$ cat src/rtl/thpf_pkg.sv
`timescale 1ns / 1ps
`default_nettype none

package thpf_pkg;

   // Field widths fixed by the pixel and result formats.
   localparam int PIX_W     = 16;
   localparam int RUN_W     = 13;
   localparam int HIT_COL_W = 12;
   localparam int CSR_W     = 16;
   localparam int CSR_IDX_W = 1;

   // Saturation value of the run width counter.
   localparam logic [RUN_W-1:0] RUN_MAX = {RUN_W{1'b1}};

   // Reset values of the configuration registers.
   localparam logic signed [PIX_W-1:0] THRESHOLD_RESET = '0;
   localparam logic [RUN_W-1:0]        MIN_WIDTH_RESET = RUN_W'(1);

   // Configuration register indexes.
   typedef enum logic [CSR_IDX_W-1:0] {
      CSR_THRESHOLD = 1'b0,
      CSR_MIN_WIDTH = 1'b1
   } csr_index_type;

   // One pixel item as held in the input register.
   typedef struct packed {
      logic signed [PIX_W-1:0] pixel_value;
      logic                    last_in_row;
   } pix_item_type;

endpackage : thpf_pkg

`default_nettype wire

$ cat src/rtl/thpf_in_stage.sv
`timescale 1ns / 1ps
`default_nettype none

module thpf_in_stage (
   input  wire logic                        clock,
   input  wire logic                        reset,
   input  wire logic                        req_valid,
   output logic                             req_stall,
   input  wire logic signed [thpf_pkg::PIX_W-1:0] req_pixel_value,
   input  wire logic                        req_last_in_row,
   input  wire logic                        take,
   output logic                             item_valid,
   output thpf_pkg::pix_item_type           item
);
   import thpf_pkg::*;

   logic         valid_ff;
   logic         valid_in;
   pix_item_type item_ff;
   logic         accept;

   // The register takes a new item when it is empty or its item moves on.
   assign req_stall = valid_ff && !take;
   assign accept    = req_valid && !req_stall;

   always_comb begin
      if (accept) begin
         valid_in = 1'b1;
      end else if (take) begin
         valid_in = 1'b0;
      end else begin
         valid_in = valid_ff;
      end
   end

   always_ff @(posedge clock) begin
      if (reset) begin
         valid_ff <= 1'b0;
      end else begin
         valid_ff <= valid_in;
      end
   end

   // Payload is loaded only on acceptance and needs no reset.
   always_ff @(posedge clock) begin
      if (accept) begin
         item_ff.pixel_value <= req_pixel_value;
         item_ff.last_in_row <= req_last_in_row;
      end
   end

   assign item_valid = valid_ff;
   assign item       = item_ff;

endmodule : thpf_in_stage

`default_nettype wire

$ cat src/rtl/thpf_core.sv
`timescale 1ns / 1ps
`default_nettype none

module thpf_core #(
   parameter int MAX_COLS = 4096
) (
   input  wire logic                             clock,
   input  wire logic                             reset,
   input  wire logic                             item_valid,
   input  wire thpf_pkg::pix_item_type           item,
   output logic                                  take,
   input  wire logic                             csr_write,
   input  wire logic [thpf_pkg::CSR_IDX_W-1:0]   csr_index,
   input  wire logic [thpf_pkg::CSR_W-1:0]       csr_wdata,
   output logic                                  rsp_valid,
   input  wire logic                             rsp_stall,
   output logic                                  rsp_hit_valid,
   output logic [thpf_pkg::HIT_COL_W-1:0]        rsp_hit_column,
   output logic                                  rsp_row_end
);
   import thpf_pkg::*;

   localparam int COL_W = $clog2(MAX_COLS);
   localparam logic [COL_W-1:0] COL_LAST = COL_W'(MAX_COLS - 1);

   // Configuration registers.
   logic signed [PIX_W-1:0] threshold_ff;
   logic [RUN_W-1:0]        min_width_ff;

   // Hit tracking state.
   logic                    in_hit_ff, in_hit_in;
   logic [RUN_W-1:0]        run_width_ff, run_width_in;
   logic signed [PIX_W-1:0] peak_value_ff, peak_value_in;
   logic [COL_W-1:0]        peak_column_ff, peak_column_in;
   logic [COL_W-1:0]        column_index_ff, column_index_in;

   // Result register.
   logic                    rsp_valid_ff, rsp_valid_in;
   logic                    hit_valid_ff;
   logic [HIT_COL_W-1:0]    hit_column_ff;
   logic                    row_end_ff;

   logic                    step;
   logic                    above;
   logic                    report;
   logic [COL_W+HIT_COL_W-1:0] peak_column_wide;
   logic [HIT_COL_W-1:0]    report_col;

   // Configuration writes.
   always_ff @(posedge clock) begin
      if (reset) begin
         threshold_ff <= THRESHOLD_RESET;
         min_width_ff <= MIN_WIDTH_RESET;
      end else if (csr_write) begin
         unique case (csr_index_type'(csr_index))
            CSR_THRESHOLD: threshold_ff <= $signed(csr_wdata[PIX_W-1:0]);
            CSR_MIN_WIDTH: min_width_ff <= csr_wdata[RUN_W-1:0];
            default:       ;
         endcase
      end
   end

   // A pixel is processed when the result register can take its outcome.
   assign take = !rsp_valid_ff || !rsp_stall;
   assign step = item_valid && take;

   assign above = item.pixel_value >= threshold_ff;

   // Peak column as reported, truncated or zero-extended to the column field.
   assign peak_column_wide = {{HIT_COL_W{1'b0}}, peak_column_ff};

   // Hit open, update and close for the pixel in the input register.
   always_comb begin
      in_hit_in       = in_hit_ff;
      run_width_in    = run_width_ff;
      peak_value_in   = peak_value_ff;
      peak_column_in  = peak_column_ff;
      column_index_in = column_index_ff;
      report          = 1'b0;
      report_col      = '0;

      if (in_hit_ff) begin
         if (above) begin
            if (item.pixel_value > peak_value_ff) begin
               peak_value_in  = item.pixel_value;
               peak_column_in = column_index_ff;
            end
            if (run_width_ff != RUN_MAX) begin
               run_width_in = run_width_ff + RUN_W'(1);
            end
         end else begin
            if (run_width_ff >= min_width_ff) begin
               report     = 1'b1;
               report_col = peak_column_wide[HIT_COL_W-1:0];
            end
            in_hit_in      = 1'b0;
            run_width_in   = '0;
            peak_value_in  = '0;
            peak_column_in = '0;
         end
      end else if (above) begin
         in_hit_in      = 1'b1;
         peak_value_in  = item.pixel_value;
         peak_column_in = column_index_ff;
         run_width_in   = RUN_W'(1);
      end

      // The column counter stops at the last column the row can have.
      if (column_index_ff != COL_LAST) begin
         column_index_in = column_index_ff + COL_W'(1);
      end

      // The last pixel of a row clears everything for the next row.
      if (item.last_in_row) begin
         in_hit_in       = 1'b0;
         run_width_in    = '0;
         peak_value_in   = '0;
         peak_column_in  = '0;
         column_index_in = '0;
      end
   end

   always_ff @(posedge clock) begin
      if (reset) begin
         in_hit_ff       <= 1'b0;
         run_width_ff    <= '0;
         peak_value_ff   <= '0;
         peak_column_ff  <= '0;
         column_index_ff <= '0;
      end else if (step) begin
         in_hit_ff       <= in_hit_in;
         run_width_ff    <= run_width_in;
         peak_value_ff   <= peak_value_in;
         peak_column_ff  <= peak_column_in;
         column_index_ff <= column_index_in;
      end
   end

   // Result register: loaded when a pixel gives a result, emptied when taken.
   always_comb begin
      if (step && (report || item.last_in_row)) begin
         rsp_valid_in = 1'b1;
      end else if (take) begin
         rsp_valid_in = 1'b0;
      end else begin
         rsp_valid_in = rsp_valid_ff;
      end
   end

   always_ff @(posedge clock) begin
      if (reset) begin
         rsp_valid_ff <= 1'b0;
      end else begin
         rsp_valid_ff <= rsp_valid_in;
      end
   end

   always_ff @(posedge clock) begin
      if (step && (report || item.last_in_row)) begin
         hit_valid_ff  <= report;
         hit_column_ff <= report_col;
         row_end_ff    <= item.last_in_row;
      end
   end

   assign rsp_valid      = rsp_valid_ff;
   assign rsp_hit_valid  = hit_valid_ff;
   assign rsp_hit_column = hit_column_ff;
   assign rsp_row_end    = row_end_ff;

endmodule : thpf_core

`default_nettype wire

$ cat src/rtl/threshold_hit_peak_finder.sv
`timescale 1ns / 1ps
`default_nettype none

// Threshold peak hit finder for one image row. Pixels enter in column order,
// one item per clock unless a stalled result holds the flow: an input
// register feeds a single compare-and-update step whose outcome lands in a
// result register, so the sustained rate is one pixel per cycle while rsp_stall
// is low. A result is given when a hit closes wide enough (its first-maximum
// column) and for every pixel marked last in the row; a hit still open at the
// row's end is dropped. Columns count from zero and stop at MAX_COLS - 1; the
// reported column is its low 12 bits.
// Configuration (threshold, min_width) may be written only while idle.
module threshold_hit_peak_finder #(
   parameter int MAX_COLS = 4096
) (
   input  wire logic                                 clock,
   input  wire logic                                 reset,
   input  wire logic                                 req_valid,
   output logic                                      req_stall,
   input  wire logic signed [thpf_pkg::PIX_W-1:0]    req_pixel_value,
   input  wire logic                                 req_last_in_row,
   output logic                                      rsp_valid,
   input  wire logic                                 rsp_stall,
   output logic                                      rsp_hit_valid,
   output logic [thpf_pkg::HIT_COL_W-1:0]            rsp_hit_column,
   output logic                                      rsp_row_end,
   input  wire logic                                 csr_write,
   input  wire logic [thpf_pkg::CSR_IDX_W-1:0]       csr_index,
   input  wire logic [thpf_pkg::CSR_W-1:0]           csr_wdata
);
   import thpf_pkg::*;

   logic         take;
   logic         item_valid;
   pix_item_type item;

   // Input register.
   thpf_in_stage u_in_stage (
      .clock           (clock),
      .reset           (reset),
      .req_valid       (req_valid),
      .req_stall       (req_stall),
      .req_pixel_value (req_pixel_value),
      .req_last_in_row (req_last_in_row),
      .take            (take),
      .item_valid      (item_valid),
      .item            (item)
   );

   // Hit tracking and result register.
   thpf_core #(
      .MAX_COLS (MAX_COLS)
   ) u_core (
      .clock          (clock),
      .reset          (reset),
      .item_valid     (item_valid),
      .item           (item),
      .take           (take),
      .csr_write      (csr_write),
      .csr_index      (csr_index),
      .csr_wdata      (csr_wdata),
      .rsp_valid      (rsp_valid),
      .rsp_stall      (rsp_stall),
      .rsp_hit_valid  (rsp_hit_valid),
      .rsp_hit_column (rsp_hit_column),
      .rsp_row_end    (rsp_row_end)
   );

endmodule : threshold_hit_peak_finder

`default_nettype wire

$ cat config.mk
export PLATFORM = sky130hd
export DESIGN_NAME = threshold_hit_peak_finder
export DESIGN_NICKNAME = d
export VERILOG_FILES = /design/src/rtl/thpf_pkg.sv /design/src/rtl/thpf_in_stage.sv /design/src/rtl/thpf_core.sv /design/src/rtl/threshold_hit_peak_finder.sv
export SDC_FILE = /design/constraint.sdc
export NUM_CORES = 1
export LEC_CHECK = 0
export ABC_AREA = 0
export BUFFER_PORTS_ARGS = -buffer_cell sky130_fd_sc_hd__buf_2
export CORE_AREA = 2 2 105 107
export CTS_BUF_LIST = sky130_fd_sc_hd__clkbuf_16
export CTS_CLUSTER_DIAMETER = 100
export DETAILED_ROUTE_END_ITERATION = 8
export DIE_AREA = 0 0 107 109
export PLACE_DENSITY = 0.83
export SYNTH_ARGS = -nofsm -noshare
export SYNTH_HDL_FRONTEND = slang
export SYNTH_SLANG_ARGS = --single-unit
$ cat constraint.sdc
create_clock -name clock -period 3.7 [get_ports clock]
set_input_delay 0.37 -clock clock [delete_from_list [all_inputs] [get_ports clock]]
set_output_delay 0.37 -clock clock [all_outputs]
set_load 0.05 [all_outputs]
-- After elaboration in Yosys (flattened, before gate mapping)
Index checks and enable logic that the tools add are counted.
- $add $sub $neg: 2
- magnitude comparators: 3
- equal/unequal tests: 4
- mux-type cells: 25
- bitwise logic cells: 3
- reduce and logical (&&, ||, !) cells: 20
- operators by type and width (kind ; number):
    $mux W12 ; 7
    $mux W16 ; 5
    $mux W13 ; 5
    $ge A16 B16 Y1 ; 1
    $gt A16 B16 Y1 ; 1
    $add A13 B1 Y13 const B ; 1
    $ge A13 B13 Y1 ; 1
    $ne A13 B13 Y1 const B ; 1
    $add A12 B1 Y12 const B ; 1
    $ne A12 B12 Y1 const B ; 1
    $mux W1 ; 8
    $ne A4 B4 Y1 const B ; 2
    $reduce_and A2 Y1 ; 3
    $reduce_and A3 Y1 ; 2
    $reduce_bool A2 Y1 ; 3
    $logic_and A1 B1 Y1 ; 4
    $logic_not A1 Y1 ; 4
    $not A1 Y1 ; 3
    $reduce_bool A3 Y1 ; 1
    $reduce_or A3 Y1 ; 1
    $logic_or A1 B1 Y1 ; 2
- flip-flop bits (word level): 116
- bits of input ports: 39
- output and inout port bits: 16
- word-level logic and storage cells: 71

-- Logic depth before layout (Yosys ltp)
Gate-level depths: netlist of the first run.
- depth in word-level cells: 7
- depth in mapped cells: 11
- gate-level depth less buffers: 10

-- Hierarchy
Synthesis of the first run repeated with hierarchy kept, for this count alone.
- cells, all modules: 647
- area total of the unflattened synthesis: 5967.0 sq um
- by module, submodules not included (module ; instances ; cells each ; area an instance (sq um) ; seq. area each (sq um)):
    thpf_core ; 1 ; 626 ; 5406.4 ; 2102.0
    thpf_in_stage ; 1 ; 21 ; 560.5 ; 530.5

-- Worst setup path before layout of the first run
No wires, ideal clock.
- kind: register to register
- start: reg u_in_stage.item_ff, in the netlist u_in_stage.item[10]
- end: reg u_core.hit_column_ff[0] (netlist: u_core.rsp_hit_column[0]), enable pin
- library setup time: 0.390 ns
- data arrival time: 2.457 ns
- data required time: 3.310 ns
- path slack: 0.854 ns
- stages on the path, launching flop included: 9
- buffers on the path: 0
- period minus slack after synthesis: 2.846 ns
- cells stage by stage: edfxtp_1 ha_1 a211oi_1 nor2_1 o31ai_1 nand2_1 nor3_1 o21ai_1 a21oi_1
- longest elaborated chain between the ends: 5
- ends and longest elaborated chain (element ; RTL line ; source):
    start, declared ; thpf_in_stage.sv:19 ; pix_item_type item_ff;
    $ge A16 B16 Y1 ; thpf_core.sv:67 ; assign above = item.pixel_value >= threshold_ff;
    $mux W1 ; thpf_core.sv:83 ; if (above) begin
    $mux W1 ; thpf_core.sv:82 ; if (in_hit_ff) begin
    $logic_or A1 B1 Y1 ; thpf_core.sv:159 ; if (step && (report || item.last_in_row)) begin
    $logic_and A1 B1 Y1 ; thpf_core.sv:159 ;
    end signal, assigned ; thpf_core.sv:161 ; hit_column_ff <= report_col;
    end, declared ; thpf_core.sv:40 ; logic [HIT_COL_W-1:0] hit_column_ff;
No other way between the ends.
A chain may end at the register's enable or synchronous reset.

-- Worst setup path in the final report of the first run
- start: reg u_in_stage.item_ff, in the netlist u_in_stage.item[7]
- end: reg u_core.peak_value_ff[6]
- longest elaborated chain between the ends: 4
- elaborated cells between the ends (all ways): 10
- those cells by class: 2 x order compare; 1 x eq/ne; 5 x mux; 2 x reduce/logical
- ends and longest elaborated chain (element ; RTL line ; source):
    $ge A16 B16 Y1 or $mux W16 (tied branches) ; thpf_core.sv:67, thpf_core.sv:84 ;
    $mux W16 ; thpf_core.sv:83 ;
    $mux W16 ; thpf_core.sv:82 ;
    $mux W16 ; thpf_core.sv:114 ; if (item.last_in_row) begin
    end signal, assigned ; thpf_core.sv:133 ; peak_value_ff <= peak_value_in;
    end, declared ; thpf_core.sv:33 ; logic signed [PIX_W-1:0] peak_value_ff, peak_value_in;
Parallel ways exist; a longest one is shown, timed or not. The select of a mux whose other input is x is not followed.

==> results of run 1 <==
-- placed cells by master (no fill, tap or decap), types with 7 or more instances in the layout --
cell / Yosys / final
a21oi_1: 54 / 54
a32o_1: 7 / 7
inv_1: 55 / 56
ha_1: 47 / 47
nand3_1: 18 / 18
edfxtp_1: 31 / 31
o21ai_0: 7 / 7
nand2_1: 92 / 92
buf_2: 3 / 54
a32o_2: 20 / 20
nor3_1: 8 / 8
buf_4: 3 / 8
nor2_1: 24 / 24
xor2_1: 8 / 8
nand4_1: 11 / 11
dfxtp_1: 85 / 85
and2_1: 19 / 19
clkbuf_16: 0 / 17
-- synth_stat cells (2+ instances only) --
| cell type | instances | share of area (%) |
|---|---|---|
| ha_1 | 47 | 10 |
| a41o_1 | 2 | 0.36 |
| inv_1 | 55 | 3.7 |
| and2_1 | 19 | 2.1 |
| buf_2 | 3 | 0.27 |
| o31ai_1 | 3 | 0.40 |
| nand2_1 | 92 | 6.1 |
| a21o_1 | 6 | 0.80 |
| nand3_1 | 18 | 1.6 |
| edfxtp_1 | 31 | 17 |
| o32ai_1 | 4 | 0.62 |
| xnor2_1 | 2 | 0.31 |
| a22oi_1 | 2 | 0.27 |
| a2111oi_4 | 2 | 0.98 |
| nand4_1 | 11 | 1.2 |
| buf_6 | 2 | 0.40 |
| o22ai_1 | 4 | 0.44 |
| o21ai_0 | 7 | 0.62 |
| a32o_2 | 20 | 4.0 |
| clkbuf_1 | 18 | 1.2 |
| o21ai_1 | 2 | 0.18 |
| o2111ai_1 | 2 | 0.31 |
| and3_1 | 6 | 0.67 |
| a211oi_1 | 4 | 0.53 |
| nand2b_1 | 4 | 0.44 |
| nor2_1 | 24 | 1.6 |
| buf_4 | 3 | 0.40 |
| nor2b_1 | 4 | 0.44 |
| xor2_1 | 8 | 1.2 |
| o211ai_1 | 2 | 0.27 |
| a32o_1 | 7 | 1.2 |
| dfxtp_1 | 85 | 30 |
| nor3_1 | 8 | 0.71 |
| o21a_1 | 2 | 0.27 |
| a21oi_1 | 54 | 4.8 |
| or2_2 | 2 | 0.22 |
-- worst max-delay path, stage by stage (launching register included) --
cell and delay, ps:
edfxtp_1 450, ha_1 350, nand4_1 210, a2111oi_4 430
o22ai_1 250, a21oi_2 600, a21o_1 210, buf_4 300
a32o_2 240
-- routing by layer --
metal / up-vias / part of all wire (%) / global-route usage [%]
met5: - / 0 / 0
met1: 2170 / 42 / 28.1
met3: 30 / 6.9 / 6.34
met4: 0 / 2.6 / 8.53
li1: 2216 / - / -
met2: 185 / 49 / 40.8
-- area by class of cell --
class                   instances  area [um2]  share of cell area (%)
multi-input cells             391        2660                    40.5
clock buffers                  17         425                    6.47
inverters                      55         206                    3.14
clock inverters                15         140                    2.13
well taps                     140         175                    2.67
repair buffers                 62         330                    5.03
flip-flops and latches        116        2630                    40.1
-- cell families (layout without fill, tap and decap cells) --
family          count (synthesis)  count (layout)  share of synthesized area (%)
simple gates                  194             194                           16.0
compound gates                139             139                           19.0
flops                         116             116                           46.7
buf+inv                        82             149                           6.06
fa+ha+maj                      47              47                           10.4
xor+xnor                       10              10                           1.55
mux                             1               1                          0.200
-- how the worst max path moves through the flow --
stage | from | to | slack, ps | cells past startpoint
after detailed placement | u_in_stage.item[2] | u_core.peak_value_ff[11] | 750 | 9
after CTS | u_in_stage.item[7] | u_core.peak_value_ff[6] | 690 | 8
after global placement | u_in_stage.item[8] | u_core.peak_column_ff[9] | 870 | 8
after floorplan | u_in_stage.item[10] | u_core.rsp_hit_column[0] | 850 | 8
after global routing | u_in_stage.item[8] | u_core.peak_value_ff[11] | 480 | 8
final | u_in_stage.item[7] | u_core.peak_value_ff[6] | 590 | 8
-- through the flow --
| step | cells | power (mW) |
|---|---|---|
| after floorplan | 589 | 1.56 |
| after global placement | 764 | 1.63 |
| after detailed placement | 764 | 1.65 |
| after CTS | 796 | 3.21 |
| after global routing | 796 | 3.30 |
| final | 796 | 3.19 |
-- state kept, by name, indices dropped and copies added (netlist names) --
signal                  count
u_core.rsp_row_end          1
u_core.rsp_valid            1
u_core.rsp_hit_valid        1
u_core.peak_column_ff      12
u_core.column_index_ff     12
u_core.peak_value_ff       16
u_core.min_width_ff        13
u_core.threshold_ff        16
u_core.rsp_hit_column      12
u_in_stage.item            17
u_in_stage.item_valid       1
u_core.run_width_ff        13
u_core.in_hit_ff            1
-- report_power, final --
group / switching, mW / internal (mW) / leakage, nW
Combinational: 0.163 / 0.0958 / 1.45
Clock: 0.584 / 0.980 / 0.275
Sequential: 0.0275 / 1.34 / 0.999
Total: 0.774 / 2.42 / 2.72
==> impl_results.md, run 1 <==
* Synth Warn # at 0
* Initial Util at a little over half
* Clock Skew at ~8.4 ps
* Max FO, Critical Path at 28
* Pre-CTS WS at roughly 750 ps
* Clock transition at the registers of the reported paths at about 60 ps
* MaxCap Viol Count at 0
* Startpoint Class: flip-flop
* CTS Sinks at around 120
* Ant. Diodes at 0
* Worst Min Path Start: req_pixel_value[2]
* Hold depth at 1
* I/O Buffers at 54
* R2R setup slack at 590 ps
* DR iter-0 viols at roughly 280
* Worst slew margin at a little over a quarter
* CTS Hold Bufs at 0
* Initial antenna violation count at 0
* Average wire per standard cell at between 15 and 20 um
* Power Density at 486 nW/um2
* Final hold slack at 130 ps
* Gr ovfl total at 0
* Worst r2r src: u_in_stage.item[7]
* Data arrival time of the worst path at 3460 ps
* Critical R2R Capture: u_core.peak_value_ff[6]
* Post-synth net total at just under 700
* Synth Cell Area at 5640 um2
* Clock buffer depth at 2
* Final WS setup at between 500 and 600 ps
* EDFF count, synth at 31
* Gr usage total at a little under a quarter
* Fraction of registers with async set/reset at 0%
* Post-synthesis instance total at between 500 and 600
* Run status: finished clean
* #FFs+latches synth at around 120
* Drt total wl at around 13 mm
* Vias in the first global route at around 4600
* Ports at between 50 and 60
* Hold EP: u_in_stage.item[3]
* Fill cell count at 822
* Post-CTS Setup Bufs at 0
* Dpl cell area at about 6000 um2
* Pins Over Slew Limit at 0
* # rows at 38
* Detailed-route via count at around 4600
* Final antenna-violating net count at 0
* Static leakage at 2.72 nW
* Largest net degree at the start of global routing at 42
* CP required at just over 4000 ps
* Register area share after synthesis at between 40% and 50%
* Core area at roughly 11000 um2
* Fraction of layout cells with a size suffix above 1 at 19.1%
* FF-to-FF path depth at 8
* Worst vdd ir at a little over 0.3 mV
* Ys flop type: dfxtp_1
* FMAX at about 0.32 GHz
* RSZ-0062 raised after global routing: no
* Area delta synth->final at 16.6%
* CTS tree: built
* Slew @ Worst Pin at 1090 ps
* Die Y at between 100 and 150 um
* Hold Crit Class: in2reg
* Drt via density at 5.78
* Tcrit/Tclk final at 83.9%
* Crit path kind: reg2reg
* Post-Syn Area per Cell at ~9.6 um2
* DP Wirelength at slightly above 9 mm
* DRC violations left at 0
* Die Width at between 100 and 150 um
* Synth unique cells at 60
* H-tree level count at 4
* Finished Core Util at 62.0%
* Setup TNS at 0 ps
* First-pass GRT wire length at around 21 mm
* DR pass1 iterations at 5
* Crit end category: flip-flop
* CTS Buf Count at 17
* # setup viols final at 0
* Root Buffer: clkbuf_16
* Later-pin clock latency in the skew report at 410 ps
* GPL Wtd Cong at 0.838
* Die area at approximately 12000 um2
* Design area at approximately 6600 um2
* Fin nets at roughly 730
* CTS resizes at 0
* Crit path time final at 3110 ps
* Final Hold Vio Count at 0
No activity file was read; power rests on OpenSTA's default activity.
==> run 2, diff against run 1 <==
--- a/config.mk
+++ b/config.mk
@@ -5,14 +5,14 @@
 export SDC_FILE = /design/constraint.sdc
 export NUM_CORES = 1
 export LEC_CHECK = 0
-export ABC_AREA = 0
+export ABC_AREA = 1
 export BUFFER_PORTS_ARGS = -buffer_cell sky130_fd_sc_hd__buf_2
-export CORE_AREA = 2 2 105 107
+export CORE_AREA = 2 2 108 110
 export CTS_BUF_LIST = sky130_fd_sc_hd__clkbuf_16
 export CTS_CLUSTER_DIAMETER = 100
 export DETAILED_ROUTE_END_ITERATION = 8
-export DIE_AREA = 0 0 107 109
-export PLACE_DENSITY = 0.83
+export DIE_AREA = 0 0 110 112
+export PLACE_DENSITY = 0.84
 export SYNTH_ARGS = -nofsm -noshare
 export SYNTH_HDL_FRONTEND = slang
 export SYNTH_SLANG_ARGS = --single-unit
==> constraint.sdc (replaced) <==
create_clock -name clock -period 3 [get_ports clock]
set_input_delay 0.3 -clock clock [delete_from_list [all_inputs] [get_ports clock]]
set_output_delay 0.3 -clock clock [all_outputs]
set_load 0.05 [all_outputs]
==> run 2 against run 1 <==
  * Sequential power increased by 28%
  * Via count increased by 15%
  * Worst setup slack got worse by 240 ps
  * Combinational power increased by 120%
  * Clock-buffer cell count unchanged
  * Sequential share of layout area decreased by 2.3 points
  * Global-route usage decreased by 0.58 points
  * Die area increased by 5.6%
  * Fmax increased by 17%
  * Final cell count increased by 27%
  * Largest power group unchanged
==> impl_results.md, run 2 <==
* Clock transition at the registers of the reported paths at 60 ps
* GRT met1 Usage at roughly 30%
* Post-Syn Area per Cell at around 7.6 um2
* Fraction of layout cells with a size suffix above 1 at 12.2%
* DRC violations left at 0
* Ant. Diodes at 0
* Crit end category: flip-flop
* Grt met2 use at 36.3%
* Combinational fraction of design power at a little over an eighth
* DR pass1 iterations at 5
* Final Hold Vio Count at 0
* Ys flop type: dfxtp_1
* Largest net degree at the start of global routing at 32
* Ports at 55
* Switching share of power at about a quarter
* H-tree level count at 4
* Crit path kind: reg2reg
* EDFF count, synth at 31
* Net Sw Power at about 1.1 mW
* Max FFs per register at 17
* Fill cell count at roughly 930
* Gr ovfl total at 0
* Die area at 12300 um2
* Drt via density at between 5 and 6
* Final antenna-violating net count at 0
* Vias in the first global route at about 4800
* Pins Over Slew Limit at 0
* Clock power frac at between 40% and 50%
* Tcrit/Tclk final at 88.3%
* #FFs+latches synth at 116
* Clock Skew at roughly 12 ps
* Slew @ Worst Pin at 771 ps
* Multi-input logic area at roughly 2900 um2
* Gr usage total at between 20% and 30%
* Synth Cell Area at approximately 6000 um2
* # setup viols final at 0
* Post-synth net total at between 800 and 900
* Initial Util at 54.2%
* Synth unique cells at 33
* CTS tree: built
* Die Y at about 110 um
* Pre-CTS WS at ~270 ps
* Root Buffer: clkbuf_16
* DP Wirelength at around 9.6 mm
* CP required at slightly above 3000 ps
* Top cell type by total area after synthesis: dfxtp_1
* Initial antenna violation count at 0
* Data arrival time of the worst path at approximately 2700 ps
* Power Total at slightly above 4 mW
* Setup TNS at 0 ps
* I/O Buffers at 54
* Run status: finished clean
* Fin nets at 940
* Flop pwr share at 42.6%
* Max FO, Critical Path at 14
* Post-synthesis instance total at approximately 800
* Hold Crit Class: in2reg
* GR peak layer: met2
* Final WS setup at ~350 ps
* Hold depth at 1
* Fraction of registers with async set/reset at 0%
* Detailed-route via count at around 5300
* Average wire per standard cell at around 13 um
* Area contributors post-synth: dfxtp_1 (28%), edfxtp_1 (15%), ha_1 (9.7%)
* Register area share after synthesis at ~43%
* Synth Warn # at 0
* Top-area cell type share of the netlist area at between 20% and 30%
* Internal at 3.02 mW
* CTS Buf Count at 17
* FF-to-FF path depth at 10
* First-pass GRT wire length at 22.0 mm
* Met3 Use GR at under 10%
* Design area at around 7000 um2
* CTS Sinks at between 100 and 150
* Clock buffer depth at 2
* Area delta synth->final at 15.1%
* Later-pin clock latency in the skew report at 420 ps
* Power Density at 591 nW/um2
* MaxCap Viol Count at 0
* RSZ-0062 raised after global routing: no
* FMAX at 0.377 GHz
* Startpoint Class: flip-flop
* Worst vdd ir at about 0.44 mV
* Crit path time final at approximately 2700 ps
* Count leader, synth: nor2_1
* Core area at approximately 11000 um2
* Drt total wl at roughly 13 mm
* Die Width at between 100 and 150 um
* Dpl cell area at 6440 um2
* DR iter-0 viols at between 300 and 400
* Synth cell count leaders: nor2_1 (142), nand2_1 (127), inv_1 (110)
* # rows at 39
* Most frequent cells in the layout: nor2_1 (142), nand2_1 (126), inv_1 (114)
* GPL Wtd Cong at approximately 0.90
* Commonest non-fill, non-tap cell in the layout: nor2_1
* Static leakage at between 3 and 4 nW
* Register Area at roughly 2600 um2
* Worst slew margin at between 40% and 50%
-- run 2: cell types whose count changed after synthesis, sizes merged, moves of 5 or more --
cell and delta:
nand2 +37, buf +6, and3 -6, a32o -27, o21ai +32, inv +56, and2 -19, nor2b -5
nand3 +66, nor2 +119
-- run 2: final cells by class --
cell class / instances / share of cell area, %
clock inverters: 15 / 1.47
flip-flops and latches: 116 / 37.8
multi-input cells: 542 / 41.0
repair buffers: 65 / 5.06
clock buffers: 17 / 6.10
inverters: 112 / 6.03
well taps: 143 / 2.57
-- run 2: metrics by stage --
step | utilization [%] | std cells | hold slack (ps)
detailed placement | 57.7 | 978 | 453
global placement | 57.7 | 978 | 448
CTS | 62.4 | 1010 | 43.1
floorplan | - | 799 | 369
finish | 62.4 | 1010 | 51.1
global route | 62.4 | 1010 | 39.6
-- run 2: power groups by stage --
| stage | registers [mW] | clock network (mW) | logic (mW) |
|---|---|---|---|
| 5_1_grt | 1.76 | 1.90 | 0.641 |
| 3_3_place_gp | 1.78 | 0 | 0.530 |
| 6_report | 1.76 | 1.80 | 0.561 |
| 4_1_cts | 1.76 | 1.82 | 0.558 |
| 3_5_place_dp | 1.79 | 0 | 0.549 |
| 2_1_floorplan | 1.78 | 0 | 0.407 |
-- run 2: kinds of logic after synthesis --
| logic type | synth area share [%] |
|---|---|
| AND/OR/NAND/NOR | 27.2 |
| buffers and inverters | 9.36 |
| flip-flops | 43.5 |
| AO/OA/AOI/OAI | 9.07 |
| adder cells (fa/ha/maj) | 9.71 |
| XOR/XNOR | 1.16 |
-- run 2: timing repair --
item,4_1_cts,5_1_grt
buffers inserted,0,0
hold buffers,0,0
resized for setup,0,1
setup endpoints to repair,0,14
-- run 2: worst paths after layout --
check	to	startpoint	slack (ps)
max	u_core.rsp_hit_column[5]	u_in_stage.item[12]	350
min	u_in_stage.item[12]	req_pixel_value[11]	50
max reg2reg	u_core.rsp_hit_column[5]	u_in_stage.item[12]	350
min reg2reg	u_core.min_width_ff[5]	u_core.min_width_ff[5]	460
-- run 2: layer usage --
layer / wire (um) / vias up
met4: 306 / 0
met3: 754 / 22
met2: 6310 / 154
met5: 0 / -
li1: - / 2710
met1: 5930 / 2396
-- run 2: worst max-delay path, cell delays in order (launching register included) --
cell and delay (ps):
edfxtp_1 420, ha_1 360, a21oi_1 190, nand2_1 90
a21oi_2 190, nand2_1 80, nand2_1 140, nand3_2 180
nor2_1 260, nand2_1 120, nand2_2 280
